`config.mk`:
```
export PLATFORM = sky130hd
export DESIGN_NAME = fec_report_stats_tracker
export DESIGN_NICKNAME = d
export VERILOG_FILES = /design/src/hw/rtl/frst_pkg.sv /design/src/hw/rtl/fec_report_stats_tracker.sv /design/src/hw/rtl/frst_front.sv /design/src/hw/rtl/frst_back.sv
export VERILOG_INCLUDE_DIRS = /design/src /design/src/hw/rtl
export SDC_FILE = /design/constraint.sdc
export NUM_CORES = 2
export LEC_CHECK = 0
export ABC_CLOCK_PERIOD_IN_PS = 15460
export BUFFER_PORTS_ARGS = -buffer_cell sky130_fd_sc_hd__buf_2
export CAP_MARGIN = 30
export CORE_AREA = 2 2 361 363
export CTS_CLUSTER_DIAMETER = 60
export DETAILED_ROUTE_END_ITERATION = 12
export DIE_AREA = 0 0 363 365
export GPL_ROUTABILITY_DRIVEN = 0
export GPL_TIMING_DRIVEN = 0
export MAX_ROUTING_LAYER = met4
export PLACE_DENSITY = 0.83
export SLEW_MARGIN = 5
export SYNTH_ARGS = -nofsm -noshare
export SYNTH_HDL_FRONTEND = slang
export SYNTH_SLANG_ARGS = --single-unit
```
`constraint.sdc`:
```
create_clock -name clk -period 15.46 [get_ports clk]
set_clock_uncertainty 0.2 [all_clocks]
set_input_delay 1.546 -clock clk [delete_from_list [all_inputs] [get_ports clk]]
set_output_delay 1.546 -clock clk [all_outputs]
set_load 0.01 [all_outputs]
```
`src/hw/rtl/fec_report_stats_tracker_macros.svh`:
```
// Assertion macros shared by the FEC report statistics tracker modules.
`ifndef FEC_REPORT_STATS_TRACKER_MACROS_SVH
`define FEC_REPORT_STATS_TRACKER_MACROS_SVH
`ifndef SYNTHESIS
`define FRST_ASSERT(label, clk, rst_n, prop) \
  label: assert property (@(posedge clk) disable iff (!rst_n) (prop)) \
    else $error("assertion failed");
`define FRST_ASSERT_NR(label, clk, prop) \
  label: assert property (@(posedge clk) (prop)) else $error("assertion failed");
`else
`define FRST_ASSERT(label, clk, rst_n, prop)
`define FRST_ASSERT_NR(label, clk, prop)
`endif
`endif

```
`src/hw/rtl/frst_pkg.sv`:
```
// Shared types and constants of the FEC report statistics tracker.
package frst_pkg;
  localparam logic [1:0] MODE_BYTE = 2'd0;
  localparam logic [1:0] MODE_LOSS = 2'd1;
  localparam logic [1:0] MODE_POLL = 2'd2;

  localparam logic [1:0] ST_ACCEPTED = 2'd0;
  localparam logic [1:0] ST_RATE_LIMITED = 2'd1;
  localparam logic [1:0] ST_MISMATCH = 2'd2;
  localparam logic [1:0] ST_MALFORMED = 2'd3;

  localparam logic [1:0] CFG_REPORT_LIMIT = 2'd0;
  localparam logic [1:0] CFG_WINDOW_LEN = 2'd1;
  localparam logic [1:0] CFG_FIRST_START = 2'd2;

  localparam int NWORDS = 15;

  // Command word handed from the front to the back.
  typedef enum logic [1:0] {
    CMD_REPORT = 2'd0,
    CMD_LOSS   = 2'd1,
    CMD_POLL   = 2'd2
  } cmd_kind_t;

  typedef struct packed {
    cmd_kind_t   kind;
    logic        feature;
    logic        len_ok;
    logic        fields_ok;
    logic        incomplete;
    logic        recovered;
    logic [15:0] miss;
    logic [15:0] rdata;
    logic [15:0] rpar;
    logic [15:0] lost;
    logic [31:0] now;
    logic [31:0] rtt;
    logic [31:0] rttv;
  } cmd_t;

  function automatic logic [31:0] sat_add(input logic [31:0] a, input logic [31:0] b);
    logic [32:0] s;
    s = {1'b0, a} + {1'b0, b};
    return s[32] ? 32'hFFFF_FFFF : s[31:0];
  endfunction
endpackage

```
`src/hw/rtl/fec_report_stats_tracker.sv`:
```
// Top level of the FEC report statistics tracker.
// Input words on in_*: mode 0 carries one report byte (tlast ends the report,
// tuser[0] is the feature flag), mode 1 a frame loss, mode 2 a poll with time
// and round trip figures. Each finished report gives one status word on out_*.
// A poll after the window has elapsed restarts the window and clears the counters;
// if a report or frame loss was counted, it also gives 15 snapshot words, one per cycle
// while out_tready is high, tlast on the fifteenth. An input word is taken every cycle
// unless the front's command register is held; a status word passes through that register
// and the output register after the final report byte. While a snapshot is sent out,
// the front keeps taking words until one of them needs the back, parks that one in its
// command register and then holds in_tready low until the snapshot words have left.
// When the receiver stalls the output register holds its word and the stall reaches the
// input after one command register. Configuration via cfg_* is taken at any cycle.
// Reset (rst_n low, synchronous) empties the pipeline, clears the counters and
// restores the register defaults; the report byte store is not cleared.
module fec_report_stats_tracker #(
  parameter int PAYLOAD_BYTES = 21,
  parameter int REPORT_LIMIT_MIN = 100,
  parameter int REPORT_LIMIT_MAX = 4096
) (
  input  logic         clk,
  input  logic         rst_n,
  input  logic         in_tvalid,
  output logic         in_tready,
  input  logic [111:0] in_tdata,  // mode, data_byte, now_ms, rtt_ms, rtt_var_ms, zero pad
  input  logic         in_tlast,
  input  logic         in_tuser,  // feature flag
  output logic         out_tvalid,
  input  logic         out_tready,
  output logic [39:0]  out_tdata, // ingest_status, word_index, word_value, zero pad
  output logic         out_tlast,
  output logic         out_tuser, // result_kind
  input  logic         cfg_valid,
  output logic         cfg_ready,
  input  logic [1:0]   cfg_index,
  input  logic [31:0]  cfg_data
);
  logic           cmd_valid, cmd_ready;
  frst_pkg::cmd_t cmd;
  logic [1:0]     ostat;
  logic [3:0]     oidx;
  logic [31:0]    oval;

  assign cfg_ready = 1'b1;
  assign out_tdata = {2'b00, oval, oidx, ostat};

  frst_front #(.PAYLOAD_BYTES(PAYLOAD_BYTES)) u_front (
    .clk, .rst_n,
    .in_valid(in_tvalid), .in_ready(in_tready),
    .mode(in_tdata[1:0]), .data_byte(in_tdata[9:2]), .last_byte(in_tlast),
    .feature(in_tuser), .now(in_tdata[41:10]), .rtt(in_tdata[73:42]),
    .rttv(in_tdata[105:74]),
    .cmd_valid, .cmd_ready, .cmd
  );

  frst_back #(.REPORT_LIMIT_MIN(REPORT_LIMIT_MIN), .REPORT_LIMIT_MAX(REPORT_LIMIT_MAX)) u_back (
    .clk, .rst_n, .cmd_valid, .cmd_ready, .cmd,
    .cfg_valid, .cfg_index, .cfg_data,
    .out_valid(out_tvalid), .out_ready(out_tready),
    .out_status(ostat), .out_kind(out_tuser), .out_index(oidx), .out_value(oval),
    .out_last(out_tlast)
  );
endmodule

```
`src/hw/rtl/frst_front.sv`:
```
// Front part: assembles and checks report bytes; forwards loss and poll words.
module frst_front #(
  parameter int PAYLOAD_BYTES = 21
) (
  input  logic            clk,
  input  logic            rst_n,
  input  logic            in_valid,
  output logic            in_ready,
  input  logic [1:0]      mode,
  input  logic [7:0]      data_byte,
  input  logic            last_byte,
  input  logic            feature,
  input  logic [31:0]     now,
  input  logic [31:0]     rtt,
  input  logic [31:0]     rttv,
  output logic            cmd_valid,
  input  logic            cmd_ready,
  output frst_pkg::cmd_t  cmd
);
  localparam int CW = $clog2(PAYLOAD_BYTES + 2);
  localparam int IW = $clog2(PAYLOAD_BYTES);

  logic [7:0]    bytes_r [PAYLOAD_BYTES];
  logic [CW-1:0] count_r, count_nxt;
  logic          cmd_valid_r;
  frst_pkg::cmd_t cmd_r, cmd_nxt;
  logic          fire, emit;

  logic [15:0] miss, tdata, tpar, rdata, rpar, total;
  logic [7:0]  pct, bidx, bcnt;
  logic [17:0] prod;
  logic [15:0] expect_par;
  logic [7:0]  last_b;
  logic        ok;

  assign in_ready = !cmd_valid_r || cmd_ready;
  assign fire = in_valid && in_ready;
  assign cmd_valid = cmd_valid_r;
  assign cmd = cmd_r;

  // Byte 20 is not yet stored while it is on the port, so it is taken from there.
  assign last_b = (count_r == CW'(20)) ? data_byte : bytes_r[20];
  assign miss  = {bytes_r[8], bytes_r[9]};
  assign tdata = {bytes_r[10], bytes_r[11]};
  assign tpar  = {bytes_r[12], bytes_r[13]};
  assign rdata = {bytes_r[14], bytes_r[15]};
  assign rpar  = {bytes_r[16], bytes_r[17]};
  assign pct   = bytes_r[18];
  assign bidx  = bytes_r[19];
  assign bcnt  = last_b;
  assign total = tdata + tpar;
  // Ceiling of tdata*pct/100; tdata is checked below 1024, so 18 bits cover it.
  assign prod = 18'(tdata[9:0] * pct) + 18'd99;
  assign expect_par = 16'((32'(prod) * 32'd5243) >> 19);

  always_comb begin
    ok = (total == 16'd0) ? (miss == 16'd0) : (miss < total);
    ok = ok && (tdata + tpar >= tdata) && rdata <= tdata && rpar <= tpar;
    ok = ok && tdata <= 16'h03FF && tpar == expect_par;
    ok = ok && (tdata != 16'd0 || pct == 8'd0);
    ok = ok && (pct == 8'd0 || total <= 16'd255);
    ok = ok && bcnt != 8'd0 && bcnt <= 8'd4 && bidx < bcnt;
  end

  always_comb begin
    count_nxt = count_r;
    emit = 1'b0;
    cmd_nxt = cmd_r;
    cmd_nxt.now = now;
    cmd_nxt.rtt = rtt;
    cmd_nxt.rttv = rttv;
    cmd_nxt.feature = feature;
    cmd_nxt.len_ok = (count_r == CW'(PAYLOAD_BYTES - 1));
    cmd_nxt.fields_ok = ok;
    cmd_nxt.incomplete = (tdata == 16'd0);
    cmd_nxt.recovered = ({1'b0, rdata} + {1'b0, rpar} >= {1'b0, tdata});
    cmd_nxt.miss = miss;
    cmd_nxt.rdata = rdata;
    cmd_nxt.rpar = rpar;
    cmd_nxt.lost = (tdata > rdata) ? tdata - rdata : 16'd0;
    case (mode)
      frst_pkg::MODE_BYTE: begin
        cmd_nxt.kind = frst_pkg::CMD_REPORT;
        if (last_byte) begin
          emit = 1'b1;
          count_nxt = '0;
        end else if (count_r <= CW'(PAYLOAD_BYTES)) begin
          count_nxt = count_r + CW'(1);
        end
      end
      frst_pkg::MODE_LOSS: begin
        cmd_nxt.kind = frst_pkg::CMD_LOSS;
        emit = 1'b1;
      end
      frst_pkg::MODE_POLL: begin
        cmd_nxt.kind = frst_pkg::CMD_POLL;
        emit = 1'b1;
      end
      default: emit = 1'b0;
    endcase
  end

  always_ff @(posedge clk) begin
    if (!rst_n) begin
      count_r <= '0;
      cmd_valid_r <= 1'b0;
    end else begin
      if (fire) count_r <= count_nxt;
      if (fire) cmd_valid_r <= emit;
      else if (cmd_ready) cmd_valid_r <= 1'b0;
    end
  end

  always_ff @(posedge clk) begin
    if (fire && emit) cmd_r <= cmd_nxt;
    if (fire && mode == frst_pkg::MODE_BYTE && count_r < CW'(PAYLOAD_BYTES))
      bytes_r[IW'(count_r)] <= data_byte;
  end

  `include "fec_report_stats_tracker_macros.svh"
  `FRST_ASSERT(a_count_bound, clk, rst_n, count_r <= CW'(PAYLOAD_BYTES + 1))
  `FRST_ASSERT(a_hold_stall, clk, rst_n, cmd_valid_r && !cmd_ready |=> cmd_valid_r && $stable(cmd_r))
  `FRST_ASSERT(a_no_ready_stall, clk, rst_n, cmd_valid_r && !cmd_ready |-> !in_ready)
endmodule

```
`src/hw/rtl/frst_back.sv`:
```
// Back part: window counters, rate limit, snapshot capture and result output.
module frst_back #(
  parameter int REPORT_LIMIT_MIN = 100,
  parameter int REPORT_LIMIT_MAX = 4096
) (
  input  logic            clk,
  input  logic            rst_n,
  input  logic            cmd_valid,
  output logic            cmd_ready,
  input  frst_pkg::cmd_t  cmd,
  input  logic            cfg_valid,
  input  logic [1:0]      cfg_index,
  input  logic [31:0]     cfg_data,
  output logic            out_valid,
  input  logic            out_ready,
  output logic [1:0]      out_status,
  output logic            out_kind,
  output logic [3:0]      out_index,
  output logic [31:0]     out_value,
  output logic            out_last
);
  logic [15:0] limit_r, wlen_r;
  logic [31:0] wstart_r, seq_r;
  logic [31:0] cnt_r [12];
  logic [31:0] hold_r [frst_pkg::NWORDS];
  logic        busy_r;        // snapshot words still to go
  logic [3:0]  idx_r;
  logic        ov_r, okind_r, olast_r;
  logic [1:0]  ostat_r;
  logic [3:0]  oidx_r;
  logic [31:0] oval_r;
  logic [15:0] lim_used;
  logic [31:0] elapsed;
  logic        take, slot_free, lim_hit, active;
  logic [1:0]  st;

  assign lim_used = (limit_r < 16'(REPORT_LIMIT_MIN)) ? 16'(REPORT_LIMIT_MIN) :
                    (limit_r > 16'(REPORT_LIMIT_MAX)) ? 16'(REPORT_LIMIT_MAX) : limit_r;
  assign slot_free = !ov_r || out_ready;
  assign cmd_ready = !busy_r && slot_free;
  assign take = cmd_valid && cmd_ready;
  assign elapsed = cmd.now - wstart_r;
  assign lim_hit = cnt_r[0] >= {16'd0, lim_used};
  assign active = cnt_r[0] != 32'd0 || cnt_r[8] != 32'd0;

  always_comb begin
    if (lim_hit) st = frst_pkg::ST_RATE_LIMITED;
    else if (!cmd.feature) st = frst_pkg::ST_MISMATCH;
    else if (!cmd.len_ok || !cmd.fields_ok) st = frst_pkg::ST_MALFORMED;
    else st = frst_pkg::ST_ACCEPTED;
  end

  assign out_valid = ov_r;
  assign out_status = ostat_r;
  assign out_kind = okind_r;
  assign out_index = oidx_r;
  assign out_value = oval_r;
  assign out_last = olast_r;

  always_ff @(posedge clk) begin
    if (!rst_n) begin
      limit_r <= 16'd100;
      wlen_r <= 16'd1000;
      wstart_r <= '0;
      seq_r <= '0;
      busy_r <= 1'b0;
      idx_r <= '0;
      ov_r <= 1'b0;
      for (int i = 0; i < 12; i++) cnt_r[i] <= '0;
    end else begin
      if (cfg_valid) begin
        case (cfg_index)
          frst_pkg::CFG_REPORT_LIMIT: limit_r <= cfg_data[15:0];
          frst_pkg::CFG_WINDOW_LEN:   wlen_r <= cfg_data[15:0];
          frst_pkg::CFG_FIRST_START:  wstart_r <= cfg_data;
          default: ;
        endcase
      end
      if (out_ready) ov_r <= 1'b0;
      if (busy_r && slot_free) begin
        ov_r <= 1'b1;
        okind_r <= 1'b1;
        ostat_r <= frst_pkg::ST_ACCEPTED;
        oidx_r <= idx_r;
        oval_r <= hold_r[idx_r];
        olast_r <= (idx_r == 4'(frst_pkg::NWORDS - 1));
        idx_r <= idx_r + 4'd1;
        if (idx_r == 4'(frst_pkg::NWORDS - 1)) busy_r <= 1'b0;
      end
      if (take) begin
        case (cmd.kind)
          frst_pkg::CMD_REPORT: begin
            ov_r <= 1'b1;
            okind_r <= 1'b0;
            ostat_r <= st;
            oidx_r <= '0;
            oval_r <= '0;
            olast_r <= 1'b1;
            if (lim_hit) cnt_r[11] <= frst_pkg::sat_add(cnt_r[11], 32'd1);
            else begin
              cnt_r[0] <= frst_pkg::sat_add(cnt_r[0], 32'd1);
              if (st == frst_pkg::ST_MISMATCH)
                cnt_r[10] <= frst_pkg::sat_add(cnt_r[10], 32'd1);
              else if (st == frst_pkg::ST_MALFORMED)
                cnt_r[9] <= frst_pkg::sat_add(cnt_r[9], 32'd1);
              else begin
                cnt_r[1] <= frst_pkg::sat_add(cnt_r[1], 32'd1);
                if (cmd.incomplete) cnt_r[2] <= frst_pkg::sat_add(cnt_r[2], 32'd1);
                cnt_r[3] <= frst_pkg::sat_add(cnt_r[3], {16'd0, cmd.miss});
                cnt_r[5] <= frst_pkg::sat_add(cnt_r[5], {16'd0, cmd.rdata});
                cnt_r[6] <= frst_pkg::sat_add(cnt_r[6], {16'd0, cmd.rpar});
                if (cmd.recovered) cnt_r[7] <= frst_pkg::sat_add(cnt_r[7], {16'd0, cmd.lost});
                else cnt_r[4] <= frst_pkg::sat_add(cnt_r[4], {16'd0, cmd.lost});
              end
            end
          end
          frst_pkg::CMD_LOSS: cnt_r[8] <= frst_pkg::sat_add(cnt_r[8], 32'd1);
          frst_pkg::CMD_POLL: begin
            if (elapsed >= {16'd0, wlen_r}) begin
              wstart_r <= cmd.now;
              for (int i = 0; i < 12; i++) cnt_r[i] <= '0;
              if (active) begin
                seq_r <= seq_r + 32'd1;
                busy_r <= 1'b1;
                idx_r <= '0;
              end
            end
          end
          default: ;
        endcase
      end
    end
  end

  always_ff @(posedge clk) begin
    if (take && cmd.kind == frst_pkg::CMD_POLL) begin
      hold_r[0] <= seq_r;
      hold_r[1] <= elapsed;
      hold_r[2] <= cnt_r[1];
      hold_r[3] <= cnt_r[2];
      hold_r[4] <= cnt_r[3];
      hold_r[5] <= cnt_r[4];
      hold_r[6] <= cnt_r[5];
      hold_r[7] <= cnt_r[6];
      hold_r[8] <= cnt_r[7];
      hold_r[9] <= cnt_r[8];
      hold_r[10] <= cnt_r[9];
      hold_r[11] <= cnt_r[10];
      hold_r[12] <= cnt_r[11];
      hold_r[13] <= cmd.rtt;
      hold_r[14] <= cmd.rttv;
    end
  end

  `include "fec_report_stats_tracker_macros.svh"
  `FRST_ASSERT(a_busy_blocks, clk, rst_n, busy_r |-> !cmd_ready)
  `FRST_ASSERT(a_idx_range, clk, rst_n, busy_r |-> idx_r <= 4'(frst_pkg::NWORDS - 1))
  `FRST_ASSERT(a_status_last, clk, rst_n, out_valid && !out_kind |-> out_last)
endmodule
```
Word level (Yosys, flattened, before mapping):

Memories as Yosys holds them, arrays and structs flattened. A register that Yosys moved wholly into a read port is not among the register bits.
Index checks and enable logic that the tools add are counted.

* register bits: 315
* RAM bits: 1032
* output and inout port bits: 45
* logic and storage cells: 306
* memories kept: 3

Memories
* u_back.hold_r: words 15, width 32, read ports 1, clocked after memory_dff 1, wr ports 15, line frst_back.sv:25 `logic [31:0] hold_r [frst_pkg::NWORDS];`
* u_back.cnt_r: words 12, width 32, read ports 12, clocked after memory_dff 0, wr ports 12, line frst_back.sv:24 `logic [31:0] cnt_r [12];`
* u_front.bytes_r: words 21, width 8, read ports 13, clocked after memory_dff 0, wr ports 1, line frst_front.sv:23 `logic [7:0] bytes_r [PAYLOAD_BYTES];`

* $add $sub $neg: 20
* multiply operators: 2
* magnitude comparators: 16
* equality and inequality tests: 11
* mux-type cells: 154
* bitwise operators: 24
* reductions and logical operators: 49

Operators by type and width (number)
* 32-bit 2-to-1 mux: 44
* 32-bit by 1-bit adder with 33-bit output (second input constant): 7
* 32-bit by 16-bit adder with 33-bit output: 5
* 1-bit 2-to-1 mux: 88
* 32-bit by 16-bit >= comparator with 1-bit output: 2
* 32-bit nonzero test: 2
* 16-bit zero test: 3
* 4-bit 2-to-1 mux: 9
* 32-bit by 1-bit adder with 32-bit output (second input constant): 1
* 16-bit less-or-equal comparator: 2
* 16-bit 2-to-1 mux: 2
* 32-bit subtractor: 1
* 18-bit by 13-bit multiplier with 31-bit output (second input constant): 1
* 1-bit bitwise OR: 24
* 18-bit by 7-bit adder with 18-bit output (second input constant): 1
* 1-bit logical AND: 18
* 10-bit by 8-bit multiplier with 18-bit output: 1
* 16-bit by 16-bit adder with 17-bit output: 1
* 17-bit by 16-bit >= comparator with 1-bit output: 1
* 16-bit adder: 1
* 16-bit by 12-bit equality test with 1-bit output: 1
* 16-bit >= comparator: 1
* 16-bit by 13-bit > comparator with 1-bit output (second input constant): 1
* 16-bit > comparator: 1
* other kinds (32): 58

Longest topological paths before layout:

* word-level depth: 15
* gate-level depth with buffers: 44
* gate-level depth less buffers: 42

Modules after synthesis:

From an unflattened synthesis, not the netlist that was laid out.

* cells, all modules: 5829
* area, all modules: 70530.1 um^2

By module, submodules not included
* frst_back: times used 1, cells each 4051, area an instance 50095.5 um^2, seq. area each 29188.0 um^2
* frst_front: times used 1, cells each 1773, area an instance 20404.6 um^2, seq. area each 8257.9 um^2
* fec_report_stats_tracker: times used 1, cells each 5, area an instance 30.0 um^2, seq. area each 0.0 um^2

Worst setup path before layout:

Ideal clock, no wire load.

* path type: input-to-reg
* start: in out_tready
* end: mem u_back.cnt_r[3][4] (netlist: u_back.cnt_r[0][100]), enable pin
* setup time: 510 ps
* data arrival time: 15223 ps
* data required time: 14750 ps
* slack: -473 ps
* cell stages on the path: 9
* path buffers: 1
* cells stage by stage: nor2b_1 > nor2_1 > nand2_1 > nor2_1 > nand2_1 > inv_1 > nand2_4 > buf_6 > nand3_1

RTL lines
* start, declared: line fec_report_stats_tracker.sv:29 `input logic out_tready,`
* end, declared: line frst_back.sv:24

==> metrics.yaml <==
first_global_vias: 49124
switching_share: 0.238
crit_arrival_ns: 12.68
grt_pass1_wl_mm: 282
design_area_sq_mm: 0.0786
cts_resized: 0
rsz0062_at_grt: "no"
power_density_mw_per_mm2: 99.5
path_delay_family: "adder cells"
cts_tree: "yes"
grt_start_max_net_pins: 49
clock_power_share: 0.417
cp_max_fo: 10
syn-cell-area_sq_mm: 0.0703
synth_compound_area_frac: 0.100
critPathLaunch: "u_front.bytes_r[11][0]"
fmax_mhz: 81.0
core-area_sq_mm: 0.129
antenna_found_initial: 2
yosys.area_share.simple: 0.110
r2r_start: "u_front.bytes_r[11][0]"
maxCapViolCount: 0
overflow: 0
synth_cell_types: 115
cts_max_path_buffers: 3
post_cts_buffers: 0
p_switching_mw: 1.86
post-route-period-util: 0.798
cts_hold_buf: 0
worst_setup_path_start_kind: "flip-flop"
max-slew-margin-rel: 0.280
wl_per_cell_um: 23.2
drtIter0Drc: 6422
initial_core_util: 0.546
drc: 0
tightest_slew_ns: 1.08
multi_input_area_sq_mm: 0.0303
die_y_um: 365
synth_ff_type: "edfxtp_1"
synth.area.top_cells: "edfxtp_1 50%, ha_1 7.7%, fa_1 4.0%"
yosys_register_bits: 1283
grt.total_usage: 0.285
num_rows: 132
mostFrequentLayoutCell: "edfxtp_1"
dp_hpwl_mm: 136
synth_top_family_by_area: "adder cells"
ff2ff_path_depth: 36
cp_slowest_cell: "xor2_1"
area_growth_pct: 11.9
io_pins: 198
drive_gt1_frac: 0.112
reg2reg_to: "u_front.cmd[162]"
crit_type: "flip-flop to flip-flop"
whs_path_depth: 0
pwr-share-comb: 0.071
intPower_mw: 5.97
synth_fa_ha_area_frac: 0.117
portBuffers: 188
power_mw: 7.82
yosys_warnings: 0
worstPathRequired_ns: 15.80
pwr-share-seq: 0.513
dr.pass1.iters: 9
syn_inst: 5813
power_leakage_nw: 29.2
setup_tns_ns: 0
die_x_um: 363
cts_root_buf: "clkbuf_16"
max_stage_delay_ns: 0.64
cts.clk_slew.worst_paths_ns: 0.07
fillers: 9228
reg2reg_slack_ns: 3.12
holdCritPathClass: "flip-flop to flip-flop"
async_flop_share: 0
yosys.area.top_type: "edfxtp_1"
finalWirelength_mm: 185
avgSynthCellArea_sq_um: 12.1
seq_area_frac_synth: 0.533
worst_hold_startpoint: "u_front.cmd[14]"
end_kind: "flip-flop"
via_per_inst: 6.25
synth_edf_count: 1175
hold_end: "u_back.hold_r[14][14]"
synth_top_area_frac: 0.502
register_area_sq_mm: 0.0374
fin_hold_ws_ns: 0.214
dpl_cell_area_sq_mm: 0.0741
numCtsBuffers: 134
drv_slew: 0
run_status: "finished, final reports clean"
vias: 50006
nets: 6940
clk-insertion-delay-late_ns: 0.78
period_minus_slack_ns: 12.34
mostFrequentLayoutCells: "1,175 x edfxtp_1, 505 x a21oi_1, 477 x inv_1"
synthXorXnorAreaFrac: 0.0496
htree_levels: 4
cts.sinks: 1283
peakVddDrop_mv: 0.0832
drtAntennaViolNets: 0
setup_viol: 0
synthMuxAreaShare: 0.0525
final_util: 0.611
die-area_sq_mm: 0.132
finalHoldViolations: 0
path_buf_inv: 7
path_common_cell: "fa_1"
-- how the worst max path moves through the flow --
stage	to	cells past startpoint
floorplan	u_front.cmd[0]	4
global placement	u_front.cmd[25]	5
detailed placement	u_front.cmd[162]	36
CTS	u_front.cmd[162]	36
global route	u_front.cmd[162]	36
finish	u_front.cmd[162]	36
-- metrics by stage --
stage	setup WS, ns	instances
after global routing	2.34	7993
after detailed placement	3.25	7747
after global placement	-6.25	7695
after floorplan	0.841	5832
final	3.12	7996
after CTS	3.22	7986
-- power groups by stage --
stage | Sequential, mW | Clock (mW) | Combinational [mW]
finish | 4.01 | 3.26 | 0.553
global route | 4.02 | 3.40 | 0.600
floorplan | 4.06 | 0 | 0.360
global placement | 4.10 | 0 | 0.496
detailed placement | 4.08 | 0 | 0.529
CTS | 4.01 | 3.27 | 0.540
-- metal layers --
metal,global-route usage,vias to the layer above,wire length [um]
met1,0.356,24071,68700
met5,-,-,0
met2,0.452,3094,86400
met4,0.146,0,10900
li1,-,22254,-
met3,0.0464,587,19400
-- state kept, by name, summed over array words and instances, names as in the netlist, 32 cells and up --
signal,count
u_front.bytes_r,104
u_back.wstart_r,32
u_back.hold_r,480
u_front.cmd,167
u_back.out_value,32
u_back.cnt_r,384
u_back.seq_r,32
-- area by class of cell --
class	instances	area share
flip-flops and latches	1283	0.476
multi-input cells	3860	0.385
clock buffers	170	0.0457
well taps	1675	0.0267
inverters	480	0.0230
repair buffers	246	0.0211
plain buffers	209	0.0115
clock inverters	69	0.0108
diodes	4	0.000127
-- cell usage after synthesis (all sizes together), types with 9 or more instances --
library cell / count
or3: 46
inv: 480
o21ai: 173
xor2: 187
clkbuf: 158
a2111oi: 14
fa: 139
or4: 13
a311oi: 10
a21o: 77
buf: 51
and4: 24
nand2b: 30
nor2b: 44
xnor2: 211
a21boi: 11
and2: 82
nand3: 192
nor3b: 12
ha: 434
dfxtp: 108
nand2: 349
nor2: 308
o31ai: 10
o211ai: 32
o21bai: 27
nor3: 153
mux2: 35
edfxtp: 1175
mux4: 96
a21oi: 518
nand4: 94
nor4: 46
and3: 82
o41ai: 11
o2111ai: 9
mux2i: 113
o21a: 35
a211oi: 53
a221oi: 38
or2: 14
a31oi: 38
-- logic make-up after synthesis --
group | after synthesis
AOI/OAI and AO/OA | 1103
xor gates and xnor gates | 398
adders and majority gates | 573
buffers and inverters | 689
DFF | 1283
muxes | 244
other | 2
and+or+nand+nor | 1521
(Power assumes the default switching activity.)
